**config.mk**
```make
export PLATFORM = sky130hd
export DESIGN_NAME = indexed_list_store_core_flat
export DESIGN_NICKNAME = d
export VERILOG_FILES = /design/src/rtl/core/ils_pkg.sv /design/src/rtl/core/ils_if.sv /design/src/rtl/core/ils_ram.sv /design/src/rtl/core/ils_front.sv /design/src/rtl/core/ils_queue.sv /design/src/rtl/core/ils_back.sv /design/src/rtl/core/indexed_list_store_core.sv /design/src/flat_wrapper.sv
export SDC_FILE = /design/constraint.sdc
export NUM_CORES = 2
export LEC_CHECK = 0
export BUFFER_PORTS_ARGS = -buffer_cell sky130_fd_sc_hd__buf_4
export CAP_MARGIN = 0
export CORE_ASPECT_RATIO = 1.2
export CORE_MARGIN = 3
export CORE_UTILIZATION = 45
export CTS_CLUSTER_DIAMETER = 40
export DETAILED_ROUTE_END_ITERATION = 8
export PLACE_DENSITY_LB_ADDON = 0.1
export SYNTH_ARGS = -nofsm -noshare
export SYNTH_HDL_FRONTEND = slang
export SYNTH_SLANG_ARGS = --single-unit
export TNS_END_PERCENT = 30
```
**constraint.sdc**
```tcl
create_clock -name clock -period 6.15 [get_ports clock]
set_input_delay 1.23 -clock clock [delete_from_list [all_inputs] [get_ports clock]]
set_output_delay 1.23 -clock clock [all_outputs]
set_load 0.005 [all_outputs]
```
**src/rtl/core/ils_pkg.sv**
```systemverilog
// ils_pkg: shared types and codes for the indexed list store
// command, result kind and operation codes, queue word layout
// no dependencies
package ils_pkg;

   // default and largest list capacity
   localparam int ILS_CAPACITY = 32;
   localparam int CAPACITY_MAX = 64;

   // port field widths
   localparam int CMD_W   = 3;
   localparam int POS_W   = 6;
   localparam int KIND_W  = 3;
   localparam int VALUE_W = 32;

   // width of a count field in the queue word, wide enough for the largest capacity
   localparam int ENT_CNT_W = $clog2(CAPACITY_MAX + 1);

   // depth of the queue between front and back
   localparam int QUEUE_DEPTH = 2;

   // command codes
   localparam logic [CMD_W-1:0] CMD_PRINT  = 3'd0;
   localparam logic [CMD_W-1:0] CMD_MIN    = 3'd1;
   localparam logic [CMD_W-1:0] CMD_DELETE = 3'd2;
   localparam logic [CMD_W-1:0] CMD_APPEND = 3'd3;
   localparam logic [CMD_W-1:0] CMD_INSERT = 3'd4;

   // result kinds
   localparam logic [KIND_W-1:0] KIND_ELEM    = 3'd0;
   localparam logic [KIND_W-1:0] KIND_EMPTY   = 3'd1;
   localparam logic [KIND_W-1:0] KIND_INDEX   = 3'd2;
   localparam logic [KIND_W-1:0] KIND_FULL    = 3'd3;
   localparam logic [KIND_W-1:0] KIND_MIN     = 3'd4;
   localparam logic [KIND_W-1:0] KIND_REMOVED = 3'd5;
   localparam logic [KIND_W-1:0] KIND_DELFAIL = 3'd6;

   // work the back end carries out
   typedef enum logic [2:0] {
      OP_SINGLE,
      OP_PRINT,
      OP_MIN,
      OP_DEL,
      OP_INS
   } op_type;

   // one classified command; cnt is the element count after the command
   typedef struct packed {
      op_type                    op;
      logic [KIND_W-1:0]         kind;
      logic [POS_W-1:0]          pos;
      logic [ENT_CNT_W-1:0]      cnt;
      logic signed [VALUE_W-1:0] value;
   } entry_type;

endpackage

```
**src/rtl/core/ils_if.sv**
```systemverilog
// ils_req_if, ils_rsp_if: valid/ready channels of the indexed list store
// depends on ils_pkg for field widths
interface ils_req_if;
   import ils_pkg::*;
   logic                      valid;
   logic                      ready;
   logic [CMD_W-1:0]          cmd;
   logic [POS_W-1:0]          position;
   logic signed [VALUE_W-1:0] item_value;

   modport source (output valid, cmd, position, item_value, input ready);
   modport sink   (input valid, cmd, position, item_value, output ready);
endinterface

interface ils_rsp_if;
   import ils_pkg::*;
   logic                      valid;
   logic                      ready;
   logic [KIND_W-1:0]         kind;
   logic signed [VALUE_W-1:0] value;
   logic                      last;

   modport source (output valid, kind, value, last, input ready);
   modport sink   (input valid, kind, value, last, output ready);
endinterface

```
**src/rtl/core/ils_ram.sv**
```systemverilog
// ils_ram: generic one write port, one read port ram with registered read
// no dependencies
module ils_ram #(
   parameter int WIDTH = 32,
   parameter int DEPTH = 32
) (
   input  logic                     clock,
   input  logic                     we,
   input  logic [$clog2(DEPTH)-1:0] waddr,
   input  logic [WIDTH-1:0]         wdata,
   input  logic                     re,
   input  logic [$clog2(DEPTH)-1:0] raddr,
   output logic [WIDTH-1:0]         rdata
);

   logic [WIDTH-1:0] mem_ff [DEPTH];
   logic [WIDTH-1:0] rdata_ff;

   // write port and registered read port
   always_ff @(posedge clock) begin
      if (we) begin
         mem_ff[waddr] <= wdata;
      end
      if (re) begin
         rdata_ff <= mem_ff[raddr];
      end
   end

   assign rdata = rdata_ff;

endmodule

```
**src/rtl/core/ils_front.sv**
```systemverilog
// ils_front: accepts command words, tracks the element count and classifies
// each command into a queue word; depends on ils_pkg and ils_req_if
module ils_front #(
   parameter int CAPACITY = ils_pkg::ILS_CAPACITY
) (
   input  logic                            clock,
   input  logic                            reset,
   ils_req_if.sink                         req_ch,
   input  logic                            q_full,
   output logic                            q_push,
   output ils_pkg::entry_type              q_entry,
   output logic [ils_pkg::ENT_CNT_W-1:0]   fill_count
);
   import ils_pkg::*;

   localparam int CW    = $clog2(CAPACITY + 1);
   localparam int CMP_W = CW + POS_W;

   logic [CW-1:0]    cnt_ff, cnt_in, cnt_nxt;
   logic [CMP_W-1:0] pos_x, cnt_x, cap_x;
   logic             take, known;
   entry_type        entry;

   assign pos_x = CMP_W'(req_ch.position);
   assign cnt_x = CMP_W'(cnt_ff);
   assign cap_x = CMP_W'(CAPACITY);

   // classify against the count left by all earlier commands
   always_comb begin
      entry.op    = OP_SINGLE;
      entry.kind  = KIND_EMPTY;
      entry.pos   = req_ch.position;
      entry.cnt   = ENT_CNT_W'(cnt_ff);
      entry.value = '0;
      known       = 1'b1;
      cnt_nxt     = cnt_ff;
      case (req_ch.cmd)
         CMD_PRINT: begin
            if (cnt_ff != '0) begin
               entry.op = OP_PRINT;
            end
         end
         CMD_MIN: begin
            if (cnt_ff != '0) begin
               entry.op = OP_MIN;
            end
         end
         CMD_DELETE: begin
            if (pos_x >= cnt_x) begin
               entry.kind  = KIND_DELFAIL;
               entry.value = '1;
            end else begin
               entry.op  = OP_DEL;
               cnt_nxt   = CW'(cnt_ff - 1'b1);
               entry.cnt = ENT_CNT_W'(cnt_nxt);
            end
         end
         CMD_APPEND: begin
            if (cnt_x >= cap_x) begin
               entry.kind = KIND_FULL;
            end else begin
               entry.op    = OP_INS;
               entry.pos   = POS_W'(cnt_ff);
               entry.value = req_ch.item_value;
               cnt_nxt     = CW'(cnt_ff + 1'b1);
               entry.cnt   = ENT_CNT_W'(cnt_nxt);
            end
         end
         CMD_INSERT: begin
            if (pos_x > cnt_x) begin
               entry.kind = KIND_INDEX;
            end else if (cnt_x >= cap_x) begin
               entry.kind = KIND_FULL;
            end else begin
               entry.op    = OP_INS;
               entry.value = req_ch.item_value;
               cnt_nxt     = CW'(cnt_ff + 1'b1);
               entry.cnt   = ENT_CNT_W'(cnt_nxt);
            end
         end
         default: begin
            known = 1'b0;
         end
      endcase
   end

   // handshake and push into the queue
   assign req_ch.ready = !q_full;
   assign take         = req_ch.valid && req_ch.ready;
   assign q_push       = take && known;
   assign q_entry      = entry;
   assign cnt_in       = take ? cnt_nxt : cnt_ff;
   assign fill_count   = ENT_CNT_W'(cnt_ff);

   // element count
   always_ff @(posedge clock) begin
      if (reset) begin
         cnt_ff <= '0;
      end else begin
         cnt_ff <= cnt_in;
      end
   end

endmodule

```
**src/rtl/core/ils_queue.sv**
```systemverilog
// ils_queue: short fifo of classified commands between front and back
// depends on ils_pkg
module ils_queue (
   input  logic               clock,
   input  logic               reset,
   input  logic               push,
   input  ils_pkg::entry_type push_entry,
   output logic               full,
   input  logic               pop,
   output ils_pkg::entry_type pop_entry,
   output logic               empty
);
   import ils_pkg::*;

   localparam int PW = (QUEUE_DEPTH > 1) ? $clog2(QUEUE_DEPTH) : 1;
   localparam int OW = $clog2(QUEUE_DEPTH + 1);

   entry_type       slot_ff [QUEUE_DEPTH];
   logic [PW-1:0]   wr_ptr_ff, wr_ptr_in, rd_ptr_ff, rd_ptr_in;
   logic [OW-1:0]   occ_ff, occ_in;

   assign full      = (occ_ff == OW'(QUEUE_DEPTH));
   assign empty     = (occ_ff == '0);
   assign pop_entry = slot_ff[rd_ptr_ff];

   // pointer and occupancy update
   always_comb begin
      wr_ptr_in = wr_ptr_ff;
      rd_ptr_in = rd_ptr_ff;
      occ_in    = occ_ff;
      if (push) begin
         wr_ptr_in = (wr_ptr_ff == PW'(QUEUE_DEPTH - 1)) ? '0 : PW'(wr_ptr_ff + 1'b1);
      end
      if (pop) begin
         rd_ptr_in = (rd_ptr_ff == PW'(QUEUE_DEPTH - 1)) ? '0 : PW'(rd_ptr_ff + 1'b1);
      end
      if (push && !pop) begin
         occ_in = OW'(occ_ff + 1'b1);
      end else if (pop && !push) begin
         occ_in = OW'(occ_ff - 1'b1);
      end
   end

   always_ff @(posedge clock) begin
      if (reset) begin
         wr_ptr_ff <= '0;
         rd_ptr_ff <= '0;
         occ_ff    <= '0;
      end else begin
         wr_ptr_ff <= wr_ptr_in;
         rd_ptr_ff <= rd_ptr_in;
         occ_ff    <= occ_in;
      end
      if (push) begin
         slot_ff[wr_ptr_ff] <= push_entry;
      end
   end

endmodule

```
**src/rtl/core/ils_back.sv**
```systemverilog
// ils_back: carries out queued commands on the element ram, sweeping it
// one entry a cycle while the result side does not stall, and drives the result register
// depends on ils_pkg, ils_rsp_if and ils_ram
module ils_back #(
   parameter int CAPACITY = ils_pkg::ILS_CAPACITY
) (
   input  logic               clock,
   input  logic               reset,
   input  logic               q_empty,
   input  ils_pkg::entry_type q_entry,
   output logic               q_pop,
   ils_rsp_if.source          rsp_ch
);
   import ils_pkg::*;

   localparam int AW = $clog2(CAPACITY);
   localparam int CW = $clog2(CAPACITY + 1);

   typedef enum logic [2:0] {
      S_IDLE,
      S_PRINT,
      S_MIN,
      S_DEL,
      S_INS,
      S_WRVAL,
      S_EMIT
   } state_type;

   state_type                 state_ff, state_in;
   logic [AW-1:0]             rd_addr_ff, rd_addr_in;
   logic [CW-1:0]             rd_left_ff, rd_left_in;
   logic                      issued_ff, issued_in;
   logic                      pend_ff, pend_in;
   logic [AW-1:0]             pend_addr_ff, pend_addr_in;
   logic                      pend_last_ff, pend_last_in;
   logic                      pend_first_ff, pend_first_in;
   logic [CW-1:0]             cur_cnt_ff, cur_cnt_in;
   logic [AW-1:0]             cur_pos_ff, cur_pos_in;
   logic signed [VALUE_W-1:0] cur_value_ff, cur_value_in;
   logic signed [VALUE_W-1:0] best_ff, best_in;
   logic [KIND_W-1:0]         res_kind_ff, res_kind_in;
   logic signed [VALUE_W-1:0] res_value_ff, res_value_in;
   logic                      out_v_ff, out_v_in;
   logic [KIND_W-1:0]         out_kind_ff, out_kind_in;
   logic signed [VALUE_W-1:0] out_value_ff, out_value_in;
   logic                      out_last_ff, out_last_in;

   logic                      we, re;
   logic [AW-1:0]             waddr, raddr;
   logic [VALUE_W-1:0]        wdata, rdata;
   logic signed [VALUE_W-1:0] rdata_s, cand;
   logic                      taken, out_free, sweeping, consume, issue;
   logic [CW-1:0]             e_cnt, e_pos, ins_n;

   // element storage
   ils_ram #(
      .WIDTH (VALUE_W),
      .DEPTH (CAPACITY)
   ) u_ram (
      .clock (clock),
      .we    (we),
      .waddr (waddr),
      .wdata (wdata),
      .re    (re),
      .raddr (raddr),
      .rdata (rdata)
   );

   assign rdata_s  = $signed(rdata);
   assign taken    = out_v_ff && rsp_ch.ready;
   assign out_free = !out_v_ff || taken;
   assign sweeping = (state_ff == S_PRINT) || (state_ff == S_MIN) ||
                     (state_ff == S_DEL) || (state_ff == S_INS);
   assign consume  = pend_ff && ((state_ff != S_PRINT) || out_free);
   assign issue    = sweeping && (rd_left_ff != '0) && (!pend_ff || consume);
   assign cand     = (pend_first_ff || (rdata_s < best_ff)) ? rdata_s : best_ff;
   assign e_cnt    = CW'(q_entry.cnt);
   assign e_pos    = CW'(q_entry.pos);
   assign ins_n    = CW'(e_cnt - 1'b1 - e_pos);

   // sequencer: read sweep, data handling and result register
   always_comb begin
      state_in      = state_ff;
      rd_addr_in    = rd_addr_ff;
      rd_left_in    = rd_left_ff;
      issued_in     = issued_ff;
      pend_in       = pend_ff;
      pend_addr_in  = pend_addr_ff;
      pend_last_in  = pend_last_ff;
      pend_first_in = pend_first_ff;
      cur_cnt_in    = cur_cnt_ff;
      cur_pos_in    = cur_pos_ff;
      cur_value_in  = cur_value_ff;
      best_in       = best_ff;
      res_kind_in   = res_kind_ff;
      res_value_in  = res_value_ff;
      out_v_in      = out_v_ff && !taken;
      out_kind_in   = out_kind_ff;
      out_value_in  = out_value_ff;
      out_last_in   = out_last_ff;
      q_pop         = 1'b0;
      we            = 1'b0;
      waddr         = pend_addr_ff;
      wdata         = rdata;
      re            = 1'b0;
      raddr         = rd_addr_ff;

      // data of the pending read, held in the ram read register
      if (consume) begin
         pend_in = 1'b0;
         case (state_ff)
            S_PRINT: begin
               out_v_in     = 1'b1;
               out_kind_in  = KIND_ELEM;
               out_value_in = rdata_s;
               out_last_in  = pend_last_ff;
               if (pend_last_ff) begin
                  state_in = S_IDLE;
               end
            end
            S_MIN: begin
               best_in = cand;
               if (pend_last_ff) begin
                  res_kind_in  = KIND_MIN;
                  res_value_in = cand;
                  state_in     = S_EMIT;
               end
            end
            S_DEL: begin
               if (pend_first_ff) begin
                  res_value_in = rdata_s;
               end else begin
                  we    = 1'b1;
                  waddr = AW'(pend_addr_ff - 1'b1);
               end
               if (pend_last_ff) begin
                  res_kind_in = KIND_REMOVED;
                  state_in    = S_EMIT;
               end
            end
            S_INS: begin
               we    = 1'b1;
               waddr = AW'(pend_addr_ff + 1'b1);
               if (pend_last_ff) begin
                  state_in = S_WRVAL;
               end
            end
            default: begin
            end
         endcase
      end

      // next read of the sweep, downward for insert
      if (issue) begin
         re            = 1'b1;
         rd_addr_in    = (state_ff == S_INS) ? AW'(rd_addr_ff - 1'b1)
                                             : AW'(rd_addr_ff + 1'b1);
         rd_left_in    = CW'(rd_left_ff - 1'b1);
         issued_in     = 1'b1;
         pend_in       = 1'b1;
         pend_addr_in  = rd_addr_ff;
         pend_last_in  = (rd_left_ff == CW'(1));
         pend_first_in = !issued_ff;
      end

      case (state_ff)
         S_IDLE: begin
            if (!q_empty) begin
               q_pop        = 1'b1;
               issued_in    = 1'b0;
               cur_cnt_in   = e_cnt;
               cur_pos_in   = AW'(q_entry.pos);
               cur_value_in = q_entry.value;
               rd_addr_in   = '0;
               rd_left_in   = e_cnt;
               case (q_entry.op)
                  OP_PRINT: state_in = S_PRINT;
                  OP_MIN:   state_in = S_MIN;
                  OP_DEL: begin
                     rd_addr_in = AW'(q_entry.pos);
                     rd_left_in = CW'(e_cnt + 1'b1 - e_pos);
                     state_in   = S_DEL;
                  end
                  OP_INS: begin
                     rd_addr_in = AW'(e_cnt - CW'(2));
                     rd_left_in = ins_n;
                     state_in   = (ins_n == '0) ? S_WRVAL : S_INS;
                  end
                  default: begin
                     res_kind_in  = q_entry.kind;
                     res_value_in = q_entry.value;
                     state_in     = S_EMIT;
                  end
               endcase
            end
         end
         S_WRVAL: begin
            we         = 1'b1;
            waddr      = cur_pos_ff;
            wdata      = cur_value_ff;
            rd_addr_in = '0;
            rd_left_in = cur_cnt_ff;
            issued_in  = 1'b0;
            state_in   = S_PRINT;
         end
         S_EMIT: begin
            if (out_free) begin
               out_v_in     = 1'b1;
               out_kind_in  = res_kind_ff;
               out_value_in = res_value_ff;
               out_last_in  = 1'b1;
               state_in     = S_IDLE;
            end
         end
         default: begin
         end
      endcase
   end

   // state and registered outputs
   always_ff @(posedge clock) begin
      if (reset) begin
         state_ff  <= S_IDLE;
         pend_ff   <= 1'b0;
         issued_ff <= 1'b0;
         out_v_ff  <= 1'b0;
      end else begin
         state_ff  <= state_in;
         pend_ff   <= pend_in;
         issued_ff <= issued_in;
         out_v_ff  <= out_v_in;
      end
      rd_addr_ff    <= rd_addr_in;
      rd_left_ff    <= rd_left_in;
      pend_addr_ff  <= pend_addr_in;
      pend_last_ff  <= pend_last_in;
      pend_first_ff <= pend_first_in;
      cur_cnt_ff    <= cur_cnt_in;
      cur_pos_ff    <= cur_pos_in;
      cur_value_ff  <= cur_value_in;
      best_ff       <= best_in;
      res_kind_ff   <= res_kind_in;
      res_value_ff  <= res_value_in;
      out_kind_ff   <= out_kind_in;
      out_value_ff  <= out_value_in;
      out_last_ff   <= out_last_in;
   end

   assign rsp_ch.valid = out_v_ff;
   assign rsp_ch.kind  = out_kind_ff;
   assign rsp_ch.value = out_value_ff;
   assign rsp_ch.last  = out_last_ff;

endmodule

```
**src/rtl/core/indexed_list_store_core.sv**
```systemverilog
// indexed_list_store_core: ordered list of signed words with print, min, delete, append, insert
// with n the count before the command: min sweeps the list, delete at p reads entries p to
// n - 1 and moves each later one up, print sends the first element, then one a cycle while
// the result side does not stall; append writes the new word before printing, insert at p < n
// first shifts entries p to n - 1 down; one command at a time through the single ram read port,
// result stalls hold it up; reset clears the count, the queue and the result register; ram contents are kept
module indexed_list_store_core #(
   parameter int CAPACITY = ils_pkg::ILS_CAPACITY
) (
   input  logic      clock,
   input  logic      reset,
   ils_req_if.sink   req_ch,
   ils_rsp_if.source rsp_ch
);
   import ils_pkg::*;

   logic                 q_push, q_pop, q_full, q_empty;
   entry_type            push_entry, pop_entry;
   logic [ENT_CNT_W-1:0] fill_count;

   // classify incoming command words
   ils_front #(
      .CAPACITY (CAPACITY)
   ) u_front (
      .clock      (clock),
      .reset      (reset),
      .req_ch     (req_ch),
      .q_full     (q_full),
      .q_push     (q_push),
      .q_entry    (push_entry),
      .fill_count (fill_count)
   );

   // decoupling queue
   ils_queue u_queue (
      .clock      (clock),
      .reset      (reset),
      .push       (q_push),
      .push_entry (push_entry),
      .full       (q_full),
      .pop        (q_pop),
      .pop_entry  (pop_entry),
      .empty      (q_empty)
   );

   // execute on the element ram
   ils_back #(
      .CAPACITY (CAPACITY)
   ) u_back (
      .clock   (clock),
      .reset   (reset),
      .q_empty (q_empty),
      .q_entry (pop_entry),
      .q_pop   (q_pop),
      .rsp_ch  (rsp_ch)
   );

   // queue never overflows or underflows
   a_no_overflow: assert property (@(posedge clock) disable iff (reset)
      q_push |-> !q_full)
      else $error("push into full queue");

   a_no_underflow: assert property (@(posedge clock) disable iff (reset)
      q_pop |-> !q_empty)
      else $error("pop from empty queue");

   // tracked count stays within capacity
   a_count_bound: assert property (@(posedge clock) disable iff (reset)
      fill_count <= ENT_CNT_W'(CAPACITY))
      else $error("element count beyond capacity");

endmodule

```
**src/flat_wrapper.sv**
```systemverilog
// flat-port wrapper written by rule: the top's interface ports become plain ports
module indexed_list_store_core_flat import ils_pkg::*;
#(
   parameter int CAPACITY = ils_pkg::ILS_CAPACITY
)
  (clock, reset, req_ch_valid, req_ch_cmd, req_ch_position, req_ch_item_value, req_ch_ready, rsp_ch_valid, rsp_ch_kind, rsp_ch_value, rsp_ch_last, rsp_ch_ready);
  ils_req_if req_ch_i ();
  ils_rsp_if rsp_ch_i ();
  input  logic clock;
  input  logic reset;
  input wire logic [$bits(req_ch_i.valid)-1:0] req_ch_valid;
  input wire logic [$bits(req_ch_i.cmd)-1:0] req_ch_cmd;
  input wire logic [$bits(req_ch_i.position)-1:0] req_ch_position;
  input wire logic [$bits(req_ch_i.item_value)-1:0] req_ch_item_value;
  output wire logic [$bits(req_ch_i.ready)-1:0] req_ch_ready;
  output wire logic [$bits(rsp_ch_i.valid)-1:0] rsp_ch_valid;
  output wire logic [$bits(rsp_ch_i.kind)-1:0] rsp_ch_kind;
  output wire logic [$bits(rsp_ch_i.value)-1:0] rsp_ch_value;
  output wire logic [$bits(rsp_ch_i.last)-1:0] rsp_ch_last;
  input wire logic [$bits(rsp_ch_i.ready)-1:0] rsp_ch_ready;
  assign req_ch_i.valid = req_ch_valid;
  assign req_ch_i.cmd = req_ch_cmd;
  assign req_ch_i.position = req_ch_position;
  assign req_ch_i.item_value = req_ch_item_value;
  assign req_ch_ready = req_ch_i.ready;
  assign rsp_ch_valid = rsp_ch_i.valid;
  assign rsp_ch_kind = rsp_ch_i.kind;
  assign rsp_ch_value = rsp_ch_i.value;
  assign rsp_ch_last = rsp_ch_i.last;
  assign rsp_ch_i.ready = rsp_ch_ready;
  indexed_list_store_core #(.CAPACITY(CAPACITY)) u_core (.clock(clock), .reset(reset), .req_ch(req_ch_i), .rsp_ch(rsp_ch_i));
endmodule
```
**Yosys cells after proc, flatten, opt, wreduce, memory -nomap -nowiden**

Memory sizes are Yosys's and may differ from the RTL's. A register that Yosys moved wholly into a read port is not among the register bits.
Index checks and enable logic that the tools add are counted.

- Register bits: 180
- Bits of input ports: 45
- Bits in writable memories: 1126
- Memories kept: 2
- Output and inout bits: 38
- Latch bits: 0
- Bits in read-only memories: 0

- Shifts and indexed selects: 0
- Muxes and demuxes: 99
- Magnitude comparators: 4
- Div/mod/pow operators: 0
- Eq/ne operators: 19
- Reduce and logical (&&, ||, !) cells: 38
- Bitwise gates (word level): 1
- $add $sub $neg: 16
- Multiply operators: 0

Memory list:

| memory | words | width | read ports | clocked after Yosys merged registers in | wr ports | RTL line | text |
|---|---|---|---|---|---|---|---|
| u_core.u_back.u_ram.mem_ff | 32 | 32 | 1 | 1 | 1 | ils_ram.sv:16 | `logic [WIDTH-1:0] mem_ff [DEPTH];` |
| u_core.u_queue.slot_ff | 2 | 51 | 1 | 1 | 1 | ils_queue.sv:18 | `entry_type slot_ff [QUEUE_DEPTH];` |

Operators with widths:

| cell | count |
|---|---|
| 32-bit two-way mux | 13 |
| 39-bit one-hot mux with 3 select lines | 1 |
| 38-bit two-way mux | 2 |
| 32-bit one-hot mux with 2 select lines | 1 |
| 3-bit two-way mux | 20 |
| 45-bit two-way mux | 1 |
| 6-bit two-way mux | 7 |
| 32-bit less-than comparator | 1 |
| 5-bit two-way mux | 6 |
| 5-bit one-hot mux with 2 select lines | 3 |
| 1-bit two-way mux | 29 |
| 3-bit one-hot mux with 3 select lines | 3 |
| 6-bit one-hot mux with 2 select lines | 2 |
| 3-bit by 2-bit equality test with 1-bit output (second input constant) | 6 |
| 6-bit one-hot mux with 3 select lines | 1 |
| 6-bit by 1-bit subtractor with 6-bit output (second input constant) | 3 |
| 3-bit equality test (second input constant) | 5 |
| 3-bit one-hot mux with 5 select lines | 1 |
| 6-bit by 1-bit adder with 6-bit output (second input constant) | 2 |
| 3-bit one-hot mux with 4 select lines | 1 |
| 6-bit nonzero test | 2 |
| 6-bit subtractor | 2 |
| 5-bit by 1-bit adder with 5-bit output (second input constant) | 2 |
| 2-bit two-way mux | 5 |
| 29 further kinds | 58 |

**Logic depth before layout (Yosys ltp)**

- Depth in word-level cells: 9
- Gate-level depth with buffers: 16
- Mapped depth without buffers: 13

**Hierarchy**

From an unflattened synthesis, not the netlist that was laid out.

- Cells, all modules: 3676
- Area total of the unflattened synthesis: 55375.6 um2

By module, submodules not included:

| module | area an instance (um2) | cells an instance | times used |
|---|---|---|---|
| ils_ram | 40812.9 | 2260 | 1 |
| ils_back | 9442.8 | 1059 | 1 |
| ils_queue | 3875.0 | 181 | 1 |
| ils_front | 1244.9 | 176 | 1 |

**Worst setup path before layout**

No wires, ideal clock.

- Kind: in2reg
- From: input port req_ch_cmd[0]
- To: memory u_core.u_queue.slot_ff[0][0] (netlist name), enable pin
- Path slack: 1.424 ns
- Required time: 5.686 ns
- Stages on the path: 4
- Setup time: 0.464 ns
- Arrival: 4.263 ns
- Path through: clkbuf_1 > or2_2 > a21oi_1 > nor2b_1

- Cells in the longest elaborated chain, start to end: 6

RTL lines:

| what | RTL line | text |
|---|---|---|
| start, declared | flat_wrapper.sv:12 | `input wire logic [$bits(req_ch_i.cmd)-1:0] req_ch_cmd;` |
| 3-bit equality test (tied with other cells) | ils_front.sv:37 | `case (req_ch.cmd)` |
| 5-bit OR reduction (no source line) (*) | - |  |
| 1-bit two-way mux (*) | ils_front.sv:37 |  |
| 1-bit logical AND (*) | ils_front.sv:90 | `assign q_push = take && known;` |
| net u_core.q_push | indexed_list_store_core.sv:17 | `logic q_push, q_pop, q_full, q_empty;` |
| 1-bit two-way mux (*) | ils_queue.sv:54 | `if (push) begin` |
| 1-bit two-way mux (implied by the code) (*) | ils_queue.sv:55 | `slot_ff[wr_ptr_ff] <= push_entry;` |
| end, declared | ils_queue.sv:18 |  |

The timed path passes the listed nets; every way through them passes the cells marked *.

**Worst setup path after layout**

- From: register u_core.u_back.state_ff[0]
- To: memory u_core.u_back.u_ram.mem_ff[15][7], enable pin

- Cells in the longest elaborated chain, start to end: 7

RTL lines:

| what | RTL line | text |
|---|---|---|
| start, declared | ils_back.sv:29 | `state_type state_ff, state_in;` |
| start signal, assigned | ils_back.sv:228 | `state_ff <= state_in;` |
| parallel branches: the longest is 7 deep, another holds 3-bit equality test | - |  |
| end, declared | ils_ram.sv:16 |  |

Several ways; the timed one is not identified.

==> results list <==
* Number of flops mapped to enable cells by yosys: 1,238
* Synth-to-layout area growth: 14.83%
* Beginning of the worst register-to-register path: u_core.u_back.state_ff[0]
- Power spread over the standard cell area amounts to 493.9 mW/mm^2.
- The first detailed-routing pass took 5 iterations.
* Post-DR wirelength/cell: 28.56 um
- Count leader, synth: sky130_fd_sc_hd__edfxtp_1
- CP Max Fanout: 42
* Post-synthesis instance total: 2,853
* Highest clock rate: 216.7 MHz
- Final hold viol count: 0
* Vias: 27,160
* Primary flip-flop cell chosen by synthesis mapping: sky130_fd_sc_hd__edfxtp_1
- Top cell type's share of synthesized area: 69.09%
* Category of the most critical setup path: reg -> reg
- A synthesized cell averages 18.86 um^2.
- Gates resized during post-CTS repair numbered 0.
* Worst max-slew margin expressed relative to the limit: 11.35%
* IR Drop Worst-Case VDD: 0.3673 mV
- Cell types with the largest area share after synthesis: sky130_fd_sc_hd__edfxtp_1 (69%), sky130_fd_sc_hd__mux4_2 (13%), sky130_fd_sc_hd__dfxtp_1 (3.7%)
- In the synthesized netlist the async set-or-reset flop fraction comes to 0%.
* Via count of the first global-routing pass: 27,590
- DRC violation count after routing: 0
- Data arrival time of the critical path: 4980 ps
- The flow ran to the end, and the final reports show no timing, DRC or antenna violations.
* Rows: 138
* Leakage dissipation: 0.02073 uW
* Worst-case setup slack after placement: 1368 ps
- Post-Layout Cell Count: 4,672
- Clock transition at path regs: 60 ps
- In the final layout, the share of cells above drive strength 1 is 27.12%.
* Post-synthesis register bit count: 1,337
- Worst hold start: u_core.u_back.res_value_ff[21]
* Number of port buffers: 82
- Clk Tree Root Cell: sky130_fd_sc_hd__clkbuf_16
* Fillcell total: 9,285
* Buffer levels on the longest clock path: 3
* TritonCTS clock tree: built
* Measured slew at the worst slew-check pin: 1327 ps
- The clock tree synthesis step divided the H-tree into 4 levels.
- TritonCTS created 158 clock buffers.
* Sum of overflow across all layers after global routing: 0
* Summed negative setup slack over all endpoints: 0 ps
* Share of synthesized area occupied by flip-flops and latches: 72.77%
* Number of setup buffers added after CTS: 0
- For the worst flop-to-flop path, the logic depth is 5.
- Die area: 0.1238 mm^2
* Crit end category: flop
- Yosys top cell by area: sky130_fd_sc_hd__edfxtp_1
- Instance count along the most critical hold path: 2
- The congestion estimate from routability-driven global placement came to 0.8361.
- Critical path data required time: 6510 ps
- STA classifies the critical path startpoint as a flop.
- Setup violations, final: 0
* Final design instance area without fill: 0.06179 mm^2
* Number of violations reported at the end of detailed-routing iteration 0: 2,551
* Placement-stage cell area: 0.05651 mm^2
* Floorplan core area: 0.1183 mm^2
- Starting density of the core: 45.49%
* Overall track demand over capacity in global routing: 21.82%
- Once detailed placement completed, the half-perimeter wirelength came to 84,890 um.
- Once placement completed, the tool counted placed cells totaling 4,383.
- First-pass GRT wire length: 194,800 um
* DIE HEIGHT: 384.8 um
* Max-capacitance violation count: 0
- Setup repair after global routing missed its margin: no
* Remaining antenna violation count after routing: 0
- The worst path uses 75.04% of the clock period.
- Synthesis produced a netlist with a net count of 2,962.
* Worst Setup Slack, final: 1535 ps
* Number of antenna violations at the first check in global routing: 6
- Chip width: 321.7 um
- The number of max-slew violations in the final report came to 0.
* Clk Latency, worst-skew pair: 770 ps
* Number of placed I/O pins: 83
- Class of the tightest hold or removal check: reg -> reg
- Netlist area before placement: 0.05381 mm^2
- For this run, the number of Yosys warnings is 0.
* Launching instance or port of the critical path: u_core.u_back.state_ff[0]
* Detail-routed via count per cell: 5.813
- Worst Skew: 38.66 ps
- CTS hold repair buffers: 0
* Synth cell types: 71
- The final layout contains 3,112 nets.
- The final layout contains routed wiring with a total length of 133,400 um.
* Synth top cells by count: sky130_fd_sc_hd__edfxtp_1 (1,238), sky130_fd_sc_hd__mux4_2 (320), sky130_fd_sc_hd__nand2_1 (214)
- The clock period could shrink to 4615 ps.
- Largest net degree at the start of global routing: 101
- Counting every sink on the clock net gives 1,337.
## worst max-delay path: stages (launching register included)
cell,delay (ps)
sky130_fd_sc_hd__dfxtp_1,720
sky130_fd_sc_hd__inv_2,210
sky130_fd_sc_hd__or3_2,950
sky130_fd_sc_hd__a41oi_1,560
sky130_fd_sc_hd__nand2_1,630
sky130_fd_sc_hd__nor2_4,1080
## power by group
part / total (uW) / switching (uW) / leakage, uW / internal, uW
clock network: 9330 / 3710 / 0.00255 / 5620
registers: 12800 / 788 / 0.0120 / 12000
logic: 8410 / 5210 / 0.00615 / 3190
total: 30500 / 9710 / 0.0207 / 20800
## kinds of logic (layout without fill, tap and decap cells)
group,after synthesis,in the layout,share of synthesized area (%)
compound gates,312,312,3.639
xor+xnor,36,36,0.5860
fa+ha+maj,64,64,1.558
buf+inv,248,526,1.856
flops,1337,1337,72.77
mux,480,480,16.55
other cells,0,1,0
simple gates,376,376,3.037
## per-layer routing
layer	GRT usage, %	wire length (um)	vias up
met5	0	0	-
met4	5.513	2441	0
met3	3.560	7471	143
met2	36.51	67480	868
met1	30.08	56030	14380
li1	-	-	11770
## area by class of cell
| type | instances | area, um^2 | area share [%] |
|---|---|---|---|
| Timing Repair Buffer | 136 | 1071 | 1.733 |
| Tap cell | 1540 | 1927 | 3.119 |
| Clock buffer | 188 | 4193 | 6.786 |
| Clock inverter | 100 | 1086 | 1.758 |
| Sequential cell | 1337 | 39180 | 63.40 |
| Inverter | 102 | 382.9 | 0.6197 |
| Multi-Input combinational cell | 1268 | 13950 | 22.58 |
| Antenna cell | 1 | 2.502 | 0.004050 |
## placed cells by master (no fill, tap or decap), types with 7 or more instances in the layout
master,Yosys,final
sky130_fd_sc_hd__mux2_2,78,78
sky130_fd_sc_hd__mux2i_1,82,82
sky130_fd_sc_hd__clkinv_1,1,20
sky130_fd_sc_hd__bufinv_16,0,17
sky130_fd_sc_hd__buf_4,1,132
sky130_fd_sc_hd__inv_6,0,12
sky130_fd_sc_hd__nand2b_1,7,7
sky130_fd_sc_hd__nand4_1,10,10
sky130_fd_sc_hd__xor2_1,12,12
sky130_fd_sc_hd__a22oi_1,39,39
sky130_fd_sc_hd__xnor2_1,24,24
sky130_fd_sc_hd__inv_1,94,94
sky130_fd_sc_hd__clkinvlp_4,0,12
sky130_fd_sc_hd__nand2_2,1,8
sky130_fd_sc_hd__o21ai_1,49,49
sky130_fd_sc_hd__o21ai_0,83,83
sky130_fd_sc_hd__nor2_1,70,36
sky130_fd_sc_hd__nor3_1,11,8
sky130_fd_sc_hd__nor2_4,0,34
sky130_fd_sc_hd__clkbuf_1,97,23
sky130_fd_sc_hd__clkbuf_16,0,163
sky130_fd_sc_hd__edfxtp_1,1238,1238
sky130_fd_sc_hd__dfxtp_1,99,93
sky130_fd_sc_hd__ha_1,59,59
sky130_fd_sc_hd__inv_2,7,7
sky130_fd_sc_hd__a21oi_1,46,46
sky130_fd_sc_hd__clkinv_2,0,20
sky130_fd_sc_hd__clkinv_4,0,16
sky130_fd_sc_hd__nand3_1,20,20
sky130_fd_sc_hd__mux4_2,320,320
sky130_fd_sc_hd__nand2_1,214,207
sky130_fd_sc_hd__a21o_1,38,38
## worst paths after layout
path	to	slack, ps
setup / recovery	u_core.u_back.u_ram.mem_ff[15][7]	1540
hold / removal	u_core.u_back.rsp_ch.value[21]	450
setup reg to reg	u_core.u_back.u_ram.mem_ff[15][7]	1540
hold reg to reg	u_core.u_back.rsp_ch.value[21]	450
## state kept, by name, indices dropped and copies added, names as in the netlist, 2 cells and up, named ones only
register	flops
u_core.u_back.rsp_ch.value	32
u_core.u_back.rd_left_ff	6
u_core.u_back.raddr	5
u_core.u_back.u_ram.rdata	32
u_core.u_back.res_value_ff	32
u_core.u_back.cur_pos_ff	5
u_core.u_back.cur_cnt_ff	6
u_core.u_back.cur_value_ff	32
u_core.u_back.rsp_ch.kind	3
u_core.u_back.state_ff	3
u_core.u_back.res_kind_ff	3
u_core.u_back.best_ff	32
u_core.u_queue.slot_ff	100
u_core.u_front.cnt_ff	6
u_core.u_back.u_ram.mem_ff	1024
u_core.u_back.pend_addr_ff	5
u_core.u_queue.occ_ff	2
## through the flow
| step | util, % | power, uW | hold WS, ps |
|---|---|---|---|
| 2_1_floorplan | - | 17810 | 406.4 |
| 3_3_place_gp | 47.77 | 21300 | 432.7 |
| 3_5_place_dp | 47.77 | 21490 | 440.4 |
| 4_1_cts | 52.24 | 30860 | 453.5 |
| 5_1_grt | 52.24 | 31780 | 469.4 |
| 6_report | 52.24 | 30520 | 447.7 |
(Power assumes the default switching activity.)
